$ cat config.mk
export PLATFORM = sky130hd
export DESIGN_NAME = binary_min_heap_queue_top
export DESIGN_NICKNAME = d
export VERILOG_FILES = /design/src/rtl/bmhq_pkg.sv /design/src/rtl/bmhq_ram.sv /design/src/rtl/binary_min_heap_queue_top.sv
export VERILOG_INCLUDE_DIRS = /design/src /design/src/rtl
export SDC_FILE = /design/constraint.sdc
export NUM_CORES = 2
export LEC_CHECK = 0
export BUFFER_PORTS_ARGS = -buffer_cell sky130_fd_sc_hd__buf_2
export CORE_UTILIZATION = 57
export CTS_CLUSTER_DIAMETER = 80
export DETAILED_ROUTE_END_ITERATION = 12
export GPL_ROUTABILITY_DRIVEN = 0
export PLACE_DENSITY_LB_ADDON = 0.15
export SYNTH_ARGS = -nofsm -noshare
export SYNTH_HDL_FRONTEND = slang
export SYNTH_SLANG_ARGS = --single-unit
$ cat constraint.sdc
create_clock -name clk -period 8.1 [get_ports clk]
set_input_delay 2.43 -clock clk [delete_from_list [all_inputs] [get_ports clk]]
set_output_delay 2.43 -clock clk [all_outputs]
set_load 0.01 [all_outputs]
$ cat src/rtl/binary_min_heap_queue_top_macros.svh
// ----------------------------------------------------------------------------
// heap queue assertion macros
// shared concurrent check shorthands, sampled on clk and quiet in reset
// ----------------------------------------------------------------------------
`ifndef BINARY_MIN_HEAP_QUEUE_TOP_MACROS_SVH
`define BINARY_MIN_HEAP_QUEUE_TOP_MACROS_SVH

`ifndef SYNTHESIS

// same-cycle implication
`define BMHQ_ASSERT_IMP(lbl, ante, cons) \
    lbl: assert property (@(posedge clk) disable iff (!rst_n) (ante) |-> (cons)) \
        else $error("heap queue check failed");

// next-cycle implication
`define BMHQ_ASSERT_NXT(lbl, ante, cons) \
    lbl: assert property (@(posedge clk) disable iff (!rst_n) (ante) |=> (cons)) \
        else $error("heap queue check failed");

`else

`define BMHQ_ASSERT_IMP(lbl, ante, cons)
`define BMHQ_ASSERT_NXT(lbl, ante, cons)

`endif

`endif

$ cat src/rtl/bmhq_pkg.sv
// ----------------------------------------------------------------------------
// heap queue package
// sizes, operation and status codes and the stored entry type
// ----------------------------------------------------------------------------
package bmhq_pkg;

    // heap sizing
    localparam int DEPTH        = 128;
    localparam int KEY_BITS     = 16;
    localparam int TAG_BITS     = 16;
    localparam int ADDR_BITS    = $clog2(DEPTH);
    localparam int CNT_BITS     = $clog2(DEPTH + 1);
    localparam int CHILD_BITS   = ADDR_BITS + 2;
    localparam int ENTRIES_BITS = 8;
    localparam int STATUS_BITS  = 2;

    // operation codes
    localparam logic OP_INSERT = 1'b0;
    localparam logic OP_REMOVE = 1'b1;

    // status codes
    localparam logic [STATUS_BITS-1:0] ST_OK    = 2'd0;
    localparam logic [STATUS_BITS-1:0] ST_FULL  = 2'd1;
    localparam logic [STATUS_BITS-1:0] ST_EMPTY = 2'd2;

    // one heap slot
    typedef struct packed {
        logic [KEY_BITS-1:0] key;
        logic [TAG_BITS-1:0] tag;
    } entry_t;

    localparam int ENTRY_BITS = $bits(entry_t);

endpackage

$ cat src/rtl/bmhq_ram.sv
// ----------------------------------------------------------------------------
// generic ram
// one write port, one read port with registered read data
// ----------------------------------------------------------------------------
module bmhq_ram #(
    parameter int WIDTH = 32,
    parameter int DEPTH = 128
) (
    input  logic                     clk,
    input  logic                     we,
    input  logic [$clog2(DEPTH)-1:0] waddr,
    input  logic [WIDTH-1:0]         wdata,
    input  logic                     re,
    input  logic [$clog2(DEPTH)-1:0] raddr,
    output logic [WIDTH-1:0]         rdata
);

    logic [WIDTH-1:0] mem_reg [DEPTH];
    logic [WIDTH-1:0] rdata_reg;

    // write port
    always_ff @(posedge clk)
    begin
        if (we)
        begin
            mem_reg[waddr] <= wdata;
        end
    end

    // registered read port
    always_ff @(posedge clk)
    begin
        if (re)
        begin
            rdata_reg <= mem_reg[raddr];
        end
    end

    assign rdata = rdata_reg;

endmodule

$ cat src/rtl/binary_min_heap_queue_top.sv
// ----------------------------------------------------------------------------
// binary min-heap priority queue
// array heap of key/tag items in one ram, sifted by a small sequencer
// ----------------------------------------------------------------------------
// An item is taken when start is high and busy is low; its result shows for
// one cycle with done high and cannot be held off. Every item in the ram is
// touched through one read port and one key comparator: an insert compares
// with the parent once per level climbed, and a remove reads the left child,
// reads the right child and decides once per level dropped. A rejected insert
// or remove touches no slot. The next item may be started in the cycle done
// is high. Ties on key keep the fixed sift order, so equal keys leave in a
// defined tag order.
`include "binary_min_heap_queue_top_macros.svh"

module binary_min_heap_queue_top (
    input  logic                                clk,
    input  logic                                rst_n,
    input  logic                                start,
    output logic                                busy,
    input  logic                                opcode,
    input  logic [bmhq_pkg::KEY_BITS-1:0]       key,
    input  logic [bmhq_pkg::TAG_BITS-1:0]       tag,
    output logic                                done,
    output logic [bmhq_pkg::STATUS_BITS-1:0]    status,
    output logic [bmhq_pkg::KEY_BITS-1:0]       out_key,
    output logic [bmhq_pkg::TAG_BITS-1:0]       out_tag,
    output logic [bmhq_pkg::ENTRIES_BITS-1:0]   entries,
    output logic                                is_empty
);

    // sequencer states
    localparam logic [2:0] S_IDLE      = 3'd0;
    localparam logic [2:0] S_UP_CMP    = 3'd1;
    localparam logic [2:0] S_RM_ROOT   = 3'd2;
    localparam logic [2:0] S_RM_LAST   = 3'd3;
    localparam logic [2:0] S_DN_LEFT   = 3'd4;
    localparam logic [2:0] S_DN_RIGHT  = 3'd5;
    localparam logic [2:0] S_DN_DECIDE = 3'd6;
    localparam logic [2:0] S_PUT       = 3'd7;

    logic [2:0]                          state_reg, state_next;
    logic [bmhq_pkg::CNT_BITS-1:0]       count_reg, count_next;
    logic                                done_reg, done_next;
    logic [bmhq_pkg::ADDR_BITS-1:0]      pos_reg, pos_next;
    bmhq_pkg::entry_t                    cur_reg, cur_next;
    bmhq_pkg::entry_t                    side_reg, side_next;
    logic                                pick_right_reg, pick_right_next;
    logic [bmhq_pkg::STATUS_BITS-1:0]    status_reg, status_next;
    bmhq_pkg::entry_t                    out_reg, out_next;

    logic                                ram_we;
    logic [bmhq_pkg::ADDR_BITS-1:0]      ram_waddr;
    bmhq_pkg::entry_t                    ram_wdata;
    logic                                ram_re;
    logic [bmhq_pkg::ADDR_BITS-1:0]      ram_raddr;
    bmhq_pkg::entry_t                    ram_rdata;

    logic [bmhq_pkg::KEY_BITS-1:0]       cmp_a;
    logic [bmhq_pkg::KEY_BITS-1:0]       cmp_b;
    logic                                lt;

    logic [bmhq_pkg::ADDR_BITS-1:0]      up_parent;
    logic [bmhq_pkg::CHILD_BITS-1:0]     left_idx;
    logic [bmhq_pkg::CHILD_BITS-1:0]     right_idx;
    logic [bmhq_pkg::CHILD_BITS-1:0]     count_ext;
    logic [bmhq_pkg::ADDR_BITS-1:0]      dn_child;
    logic [bmhq_pkg::CHILD_BITS-1:0]     dn_next_left;
    bmhq_pkg::entry_t                    in_item;
    logic                                heap_full;
    logic                                insert_ok;

    // parent slot of a heap position
    function automatic logic [bmhq_pkg::ADDR_BITS-1:0] parent_of(
        input logic [bmhq_pkg::ADDR_BITS-1:0] p
    );
        logic [bmhq_pkg::ADDR_BITS-1:0] pm;
        pm = p - 1'b1;
        return pm >> 1;
    endfunction

    // left child index, wide enough to run past the end
    function automatic logic [bmhq_pkg::CHILD_BITS-1:0] left_of(
        input logic [bmhq_pkg::ADDR_BITS-1:0] p
    );
        return {1'b0, p, 1'b1};
    endfunction

    // heap storage
    bmhq_ram #(
        .WIDTH (bmhq_pkg::ENTRY_BITS),
        .DEPTH (bmhq_pkg::DEPTH)
    ) u_heap_ram (
        .clk   (clk),
        .we    (ram_we),
        .waddr (ram_waddr),
        .wdata (ram_wdata),
        .re    (ram_re),
        .raddr (ram_raddr),
        .rdata (ram_rdata)
    );

    // index helpers
    assign in_item      = '{key: key, tag: tag};
    assign up_parent    = parent_of(pos_reg);
    assign left_idx     = left_of(pos_reg);
    assign right_idx    = left_idx + 1'b1;
    assign count_ext    = bmhq_pkg::CHILD_BITS'(count_reg);
    assign dn_child     = pick_right_reg ? right_idx[bmhq_pkg::ADDR_BITS-1:0]
                                         : left_idx[bmhq_pkg::ADDR_BITS-1:0];
    assign dn_next_left = left_of(dn_child);
    assign heap_full    = count_reg == bmhq_pkg::CNT_BITS'(bmhq_pkg::DEPTH);
    assign insert_ok    = start && !busy && (opcode == bmhq_pkg::OP_INSERT) && !heap_full;

    // shared key comparator
    always_comb
    begin
        case (state_reg)
            S_DN_RIGHT:
            begin
                cmp_a = ram_rdata.key;
                cmp_b = side_reg.key;
            end
            S_DN_DECIDE:
            begin
                cmp_a = side_reg.key;
                cmp_b = cur_reg.key;
            end
            default:
            begin
                cmp_a = cur_reg.key;
                cmp_b = ram_rdata.key;
            end
        endcase
    end

    assign lt = cmp_a < cmp_b;

    // sequencer
    always_comb
    begin
        state_next      = state_reg;
        count_next      = count_reg;
        done_next       = 1'b0;
        pos_next        = pos_reg;
        cur_next        = cur_reg;
        side_next       = side_reg;
        pick_right_next = pick_right_reg;
        status_next     = status_reg;
        out_next        = out_reg;
        ram_we          = 1'b0;
        ram_waddr       = pos_reg;
        ram_wdata       = cur_reg;
        ram_re          = 1'b0;
        ram_raddr       = pos_reg;

        case (state_reg)
            S_IDLE:
            begin
                if (start)
                begin
                    out_next    = '0;
                    status_next = bmhq_pkg::ST_OK;
                    if (opcode == bmhq_pkg::OP_INSERT)
                    begin
                        if (heap_full)
                        begin
                            status_next = bmhq_pkg::ST_FULL;
                            done_next   = 1'b1;
                        end
                        else
                        begin
                            cur_next   = in_item;
                            pos_next   = bmhq_pkg::ADDR_BITS'(count_reg);
                            count_next = count_reg + 1'b1;
                            if (count_reg == '0)
                            begin
                                // first item lands on the root directly
                                ram_we    = 1'b1;
                                ram_waddr = '0;
                                ram_wdata = in_item;
                                done_next = 1'b1;
                            end
                            else
                            begin
                                ram_re     = 1'b1;
                                ram_raddr  = parent_of(bmhq_pkg::ADDR_BITS'(count_reg));
                                state_next = S_UP_CMP;
                            end
                        end
                    end
                    else if (count_reg == '0)
                    begin
                        status_next = bmhq_pkg::ST_EMPTY;
                        done_next   = 1'b1;
                    end
                    else
                    begin
                        ram_re     = 1'b1;
                        ram_raddr  = '0;
                        state_next = S_RM_ROOT;
                    end
                end
            end

            // sift up: parent in ram_rdata
            S_UP_CMP:
            begin
                ram_we = 1'b1;
                if (lt)
                begin
                    ram_wdata = ram_rdata;
                    pos_next  = up_parent;
                    if (up_parent == '0)
                    begin
                        state_next = S_PUT;
                    end
                    else
                    begin
                        ram_re    = 1'b1;
                        ram_raddr = parent_of(up_parent);
                    end
                end
                else
                begin
                    done_next  = 1'b1;
                    state_next = S_IDLE;
                end
            end

            // root read back, fetch the last slot
            S_RM_ROOT:
            begin
                out_next   = ram_rdata;
                count_next = count_reg - 1'b1;
                ram_re     = 1'b1;
                ram_raddr  = bmhq_pkg::ADDR_BITS'(count_reg - 1'b1);
                state_next = S_RM_LAST;
            end

            // last entry becomes the moving item at the root
            S_RM_LAST:
            begin
                cur_next = ram_rdata;
                pos_next = '0;
                if (count_reg == '0)
                begin
                    done_next  = 1'b1;
                    state_next = S_IDLE;
                end
                else if (left_of('0) < count_ext)
                begin
                    ram_re     = 1'b1;
                    ram_raddr  = bmhq_pkg::ADDR_BITS'(1);
                    state_next = S_DN_LEFT;
                end
                else
                begin
                    state_next = S_PUT;
                end
            end

            // left child in ram_rdata
            S_DN_LEFT:
            begin
                side_next       = ram_rdata;
                pick_right_next = 1'b0;
                if (right_idx < count_ext)
                begin
                    ram_re     = 1'b1;
                    ram_raddr  = right_idx[bmhq_pkg::ADDR_BITS-1:0];
                    state_next = S_DN_RIGHT;
                end
                else
                begin
                    state_next = S_DN_DECIDE;
                end
            end

            // right child wins only when strictly smaller
            S_DN_RIGHT:
            begin
                if (lt)
                begin
                    side_next       = ram_rdata;
                    pick_right_next = 1'b1;
                end
                state_next = S_DN_DECIDE;
            end

            // swap down while the chosen child is strictly smaller
            S_DN_DECIDE:
            begin
                ram_we = 1'b1;
                if (lt)
                begin
                    ram_wdata = side_reg;
                    pos_next  = dn_child;
                    if (dn_next_left < count_ext)
                    begin
                        ram_re     = 1'b1;
                        ram_raddr  = dn_next_left[bmhq_pkg::ADDR_BITS-1:0];
                        state_next = S_DN_LEFT;
                    end
                    else
                    begin
                        state_next = S_PUT;
                    end
                end
                else
                begin
                    done_next  = 1'b1;
                    state_next = S_IDLE;
                end
            end

            // moving item into its final slot
            S_PUT:
            begin
                ram_we     = 1'b1;
                done_next  = 1'b1;
                state_next = S_IDLE;
            end

            default:
            begin
                state_next = S_IDLE;
            end
        endcase
    end

    // control registers
    always_ff @(posedge clk or negedge rst_n)
    begin
        if (!rst_n)
        begin
            state_reg <= S_IDLE;
            count_reg <= '0;
            done_reg  <= 1'b0;
        end
        else
        begin
            state_reg <= state_next;
            count_reg <= count_next;
            done_reg  <= done_next;
        end
    end

    // datapath registers
    always_ff @(posedge clk)
    begin
        pos_reg        <= pos_next;
        cur_reg        <= cur_next;
        side_reg       <= side_next;
        pick_right_reg <= pick_right_next;
        status_reg     <= status_next;
        out_reg        <= out_next;
    end

    // outputs
    assign busy     = state_reg != S_IDLE;
    assign done     = done_reg;
    assign status   = status_reg;
    assign out_key  = out_reg.key;
    assign out_tag  = out_reg.tag;
    assign entries  = bmhq_pkg::ENTRIES_BITS'(count_reg);
    assign is_empty = count_reg == '0;

    // checks
    `BMHQ_ASSERT_IMP(a_count_range, 1'b1, count_reg <= bmhq_pkg::CNT_BITS'(bmhq_pkg::DEPTH))
    `BMHQ_ASSERT_IMP(a_done_idle, done_reg, !busy)
    `BMHQ_ASSERT_IMP(a_wr_in_heap, ram_we, bmhq_pkg::CNT_BITS'(ram_waddr) < count_next)
    `BMHQ_ASSERT_IMP(a_empty_status, done_reg && (status_reg == bmhq_pkg::ST_EMPTY), is_empty)
    `BMHQ_ASSERT_NXT(a_insert_grows, insert_ok, count_reg == $past(count_reg) + 1'b1)

endmodule

# --- Yosys cells after proc, flatten, opt, wreduce, memory -nomap -nowiden ---
# Memories as Yosys holds them, arrays and structs flattened. A register that Yosys moved wholly into a read port is not among the register bits.
# Index checks and enable logic that the tools add are counted.
word_totals:
  elab_cells: 145
  mem_count: 1
  ram_bits: 4096
  inputBits: 36
  register_bits: 118
mem_list:
  columns: ["memory", "depth", "word_bits", "rd", "rd_ports_with_merged_regs", "wr", "line_no", "rtl"]
  rows:
  - ["u_heap_ram.mem_reg", 128, 32, 1, 1, 1, "bmhq_ram.sv:18", "logic [WIDTH-1:0] mem_reg [DEPTH];"]
classes:
  addsub: 6
  eq_ne: 17
  reduce_logical: 17
  n_lt_le_gt_ge: 4
  mux: 88
ops:
  columns: ["cell", "count"]
  rows:
  - ["$mux 32", 11]
  - ["$pmux 32 s2", 3]
  - ["$mux 7", 23]
  - ["$pmux 32 s3", 1]
  - ["$pmux 16 s2", 2]
  - ["$pmux 7 s6", 1]
  - ["$pmux 7 s4", 1]
  - ["$mux 3", 9]
  - ["$mux 8", 3]
  - ["$pmux 3 s8", 1]
  - ["$mux 1", 23]
  - ["$lt 16x16->1", 1]
  - ["$pmux 8 s2", 1]
  - ["$ne 2x2->1 const B", 7]
  - ["$sub 7x1->7 const B", 2]
  - ["$eq 3x3->1 const B", 4]
  - ["$reduce_and 4->1", 3]
  - ["$mux 2", 5]
  - ["$add 8x1->9 const B", 1]
  - ["$lt 9x8->1", 1]
  - ["$add 8x1->8 const B", 1]
  - ["$eq 8x8->1 const B", 1]
  - ["$logic_not 8->1", 1]
  - ["$lt 1x8->1 const A", 1]
  - ["18 further kinds", 25]

# --- Longest topological paths before layout ---
depth:
  depth_word: 8
  mapped_depth: 27

# --- Hierarchy ---
# A second synthesis with hierarchy kept.
hier_totals:
  hier_cells: 6856
  hier_area_um2: 164890.6
by_module_without_submodules:
  columns: ["mod", "seq_area_each_um2", "area_per_inst_um2", "cells_per_inst", "instances"]
  rows:
  - ["bmhq_ram", 123958.9, 156596.4, 5990, 1]
  - ["binary_min_heap_queue_top", 3483.3, 8294.2, 866, 1]

# --- Worst setup path before layout ---
# No wires, ideal clock.
synth_timing:
  path_type: "input to register"
  from: "input port start"
  to: "memory u_heap_ram.mem_reg[0][16] (data pin)"
  path_stages: 7
  slack_ns: -0.237
  arrival_ns: 7.369
  n_path_buf: 1
  required_time_ns: 7.131
  path_cell_list: "inv_1 nor2_1 nand2_1 clkbuf_1 mux2_2 a21oi_1 a31oi_1"
synth_lines:
  columns: ["element", "line_no", "rtl"]
  rows:
  - ["from (decl)", "binary_min_heap_queue_top.sv:18", "input logic start,"]
  - ["to (decl)", "bmhq_ram.sv:18", null]

# --- Worst setup path after layout ---
layout_timing:
  from: "register pos_reg[1] (netlist bit)"
  to: "register u_heap_ram.rdata_reg[26] (netlist: u_heap_ram.rdata[26]), read port of u_heap_ram.mem_reg (data pin)"
layout_between:
  elab_chain_cells: 6
layout_rtl:
  columns: ["element", "line_no", "rtl"]
  rows:
  - ["from (decl)", "binary_min_heap_queue_top.sv:44", "logic [bmhq_pkg::ADDR_BITS-1:0] pos_reg, pos_next;"]
  - ["from (signal assigned)", "binary_min_heap_queue_top.sv:351", "pos_reg <= pos_next;"]
  - ["$add 8x1->9", "binary_min_heap_queue_top.sv:106", "assign right_idx = left_idx + 1'b1;"]
  - ["$mux 7", "binary_min_heap_queue_top.sv:108", "assign dn_child = pick_right_reg ? right_idx[bmhq_pkg::ADDR_BITS-1:0]"]
  - ["$lt 8x8->1", "binary_min_heap_queue_top.sv:298", "if (dn_next_left < count_ext)"]
  - ["$mux 7 or $mux 1 (tied branches)", "binary_min_heap_queue_top.sv:298", null]
  - ["$mux 7 or $mux 1 (tied branches)", "binary_min_heap_queue_top.sv:294", "if (lt)"]
  - ["$pmux 7 s6 or $pmux 1 s6 (tied branches)", "binary_min_heap_queue_top.sv:156", "case (state_reg)"]
  - ["to (decl)", "bmhq_ram.sv:19", "logic [WIDTH-1:0] rdata_reg;"]
# Parallel ways exist; a longest one is shown, timed or not.
# A chain may end at the register's enable or synchronous reset.

==> qor.yml <==
floorplanning:
  die_x_um: 542
  initial_core_util_pct: 57.5
  io_pins: 81
  dieHeight_um: 542
  rows: 197
  core_area_um2: 289000
  die-area_um2: 294000
layout:
  layout-drive-gt1-share_pct: 27.9
  fin_nets: 8455
  layout_common_cells: "4234 x edfxtp_1, 1010 x mux4_2, 527 x nand2_1, 421 x clkbuf_16, 351 x buf_4"
  final_common_cell: "edfxtp_1"
  syn_to_final_growth_pct: 13.7
  largest_reg_flops: 4096
  finalInstanceArea_um2: 189000
sta:
  period_share_pct: 100
  whs_ns: 0.658
  skew_ns: 0.0891
  setup_viol: 1
  rsz0062_at_grt: "false"
  hold_viol: 0
  relSlewSlack_pct: 3.80
  finalSetupTns_ns: -0.0398
  fmaxAchievable_mhz: 123
  period_needed_ns: 8.14
  tightestPinTransition_ns: 1.44
  drv_slew: 0
  layout_setup_ws_ns: -0.0398
logic_synthesis:
  seq_area_frac_synth_pct: 76.7
  syn_nets: 7956
  synthArstFlopShare_pct: 0.283
  synthAdderAreaFrac_pct: 0.256
  yosys_warnings: 0
  synthSimpleGateAreaFrac_pct: 2.99
  postSynthCellCount: 7886
  synthMuxAreaShare_pct: 15.9
  synth-compound-area-share_pct: 2.55
  synth_cell_type_count: 83
  synth.top_cells.by_area: "edfxtp_1 76%, mux4_2 14%, mux2i_1 1.5%, nand2_1 1.2%, mux2_2 0.62%"
  synth_edf_count: 4234
  synth_xor_area_share_pct: 0.148
  synth_top_area_share_pct: 76.5
  syn_area_um2: 166000
  synth_top_area_cell: "edfxtp_1"
  ys_ff_latch: 4246
  synth-main-ff-cell: "edfxtp_1"
  synth_top_family_by_area: "multiplexers"
  postSynthAreaPerCell_um2: 21.1
setup_path:
  start_kind: "flop"
  cp-startpoint: "pos_reg[1]$_DFFE_PP_"
  required_ns: 8.87
  crit_type: "flop to flop"
  slowest_delay_ns: 1.02
  path_max_fanout: 34
  path_buf_inv: 4
  arrival_ns: 8.91
  endpoint_kind: "flop"
  r2r_start: "pos_reg[1]$_DFFE_PP_"
  cpLargestDelayFamily: "simple AND/OR/NAND/NOR gates"
  crit_path_top_delay_cell: "nand4_1"
  crit_chain: "inv_1 > ha_1 > nand2_1 > o21ai_0 > ha_1 > a21o_1 > a31oi_1 > o21ai_0 > nor4_4 > nor2_1 > a211oi_1 > or3_4 > buf_12 > buf_12 > buf_4 > mux4_2 > nand2_1 > a31oi_1 > nand4_1 > nand4_1"
placement:
  hpwl_um: 278000
  place_area_um2: 175000
  port-buffer-count: 80
  pre_cts_ws_ns: 0.167
clocking:
  cts_resized: 0
  cts_root_buf: "clkbuf_16"
  cts.clk_slew.worst_paths_ns: 0.07
  cts_sinks: 4246
  cts.hold.buffers_added: 0
  post_cts_buffers: 0
  cts_buffer_depth: 4
  cts_tree: "done"
  worstSkewPairLatency_ns: 1.00
  cts_htree_levels: 5
  cts_made_buffers: 421
global_route:
  grt_first_pass_wirelength_um: 643000
  grt_max_degree: 129
  grt_usage_pct: 31.4
  antenna_found_initial: 20
  grt_pass1_vias: 83820
  grt_remaining_overflow: 0
routing:
  wl_met1_um: 176000
  drt_wl_total_um: 460000
  wire_per_inst_um: 36.4
  dr_wl_met3_um: 56600
  drc: 0
  via_per_inst: 6.85
  vias: 86430
  postRouteAntennaNets: 0
  drt_iter0_drc: 12931
  top_layer: "met5"
  dr_wl_met2_um: 209000
  dr.pass1.iters: 9
worst_hold_path:
  hp-class: "flop to flop"
  hp-start: "u_heap_ram.rdata[21]$_DFFE_PP_"
run:
  drv_cap: 0
outcome:
  failed_checks: "setup timing"
  status: "finished, violations left"
## worst reg2reg max path: stages (launching register included)
cell      delay [ns]
edfxtp_1        0.75
inv_1           0.29
ha_1            0.65
nand2_1         0.08
o21ai_0         0.28
ha_1            0.39
a21o_1          0.17
a31oi_1         0.20
o21ai_0         0.33
nor4_4          0.49
nor2_1          0.08
a211oi_1        0.44
or3_4           0.54
buf_12          0.31
buf_12          0.31
buf_4           0.54
mux4_2          0.34
nand2_1         0.06
a31oi_1         0.25
nand4_1         1.02
nand4_1         0.43
## final timing paths
path,end,slack [ns],cells past startpoint
max,u_heap_ram.rdata[26]$_DFFE_PP_,-0.04,20
min,side_reg[21]$_DFFE_PP_,0.66,0
max reg2reg,u_heap_ram.rdata[26]$_DFFE_PP_,-0.04,20
min reg2reg,side_reg[21]$_DFFE_PP_,0.66,0
max in group asynchronous,state_reg[1]$_DFFE_PN0P_,6.47,1
min in group asynchronous,entries[7]$_DFFE_PN0P_,1.36,1
## metal layers
layer	global-route usage (%)	vias to the layer above
li1	-	34036
met1	46.0	46070
met2	46.9	5609
met3	7.42	709
met4	11.3	6
met5	0	-
## kinds of logic after synthesis
logic type | count (synthesis)
simple gates | 1109
fa+ha+maj | 34
buf+inv | 471
xor+xnor | 28
mux | 1361
flops | 4246
compound gates | 637
## Yosys cell counts (all sizes together) (7+ instances only)
library cell,count
a2111oi,7
a211oi,14
a221o,19
dfrtp,12
and3,39
mux4,1014
xor2,8
nor4,32
clkbuf,141
a31oi,48
nand3,134
nand2b,9
o211a,7
a22oi,54
a22o,22
o21a,7
buf,307
and2,11
nor2,226
o211ai,40
nor2b,8
a32oi,8
nor3,18
a221oi,15
ha,34
inv,22
mux2,91
o22ai,74
o21ai,88
edfxtp,4234
nand4,75
nand2,529
o32ai,22
xnor2,20
mux2i,256
a21oi,166
## area by class of cell
| class | instances | area (um2) |
|---|---|---|
| repair buffers | 524 | 4880 |
| fillers | 18707 | 100000 |
| inverters | 23 | 86.3 |
| clock inverters | 275 | 2920 |
| well taps | 3880 | 4850 |
| flip-flops and latches | 4246 | 127000 |
| multi-input cells | 3169 | 37900 |
| diodes | 9 | 22.5 |
| clock buffers | 497 | 10800 |
## metrics by stage
step           cells  utilization (%)
2_1_floorplan   7886                -
3_3_place_gp   11841             60.6
3_5_place_dp   11842             60.6
4_1_cts        12614             65.3
5_1_grt        12615             65.3
6_report       12623             65.4
Power is not shown: default switching activity piles up to over one toggle a cycle in this logic, so the estimate is an artifact.
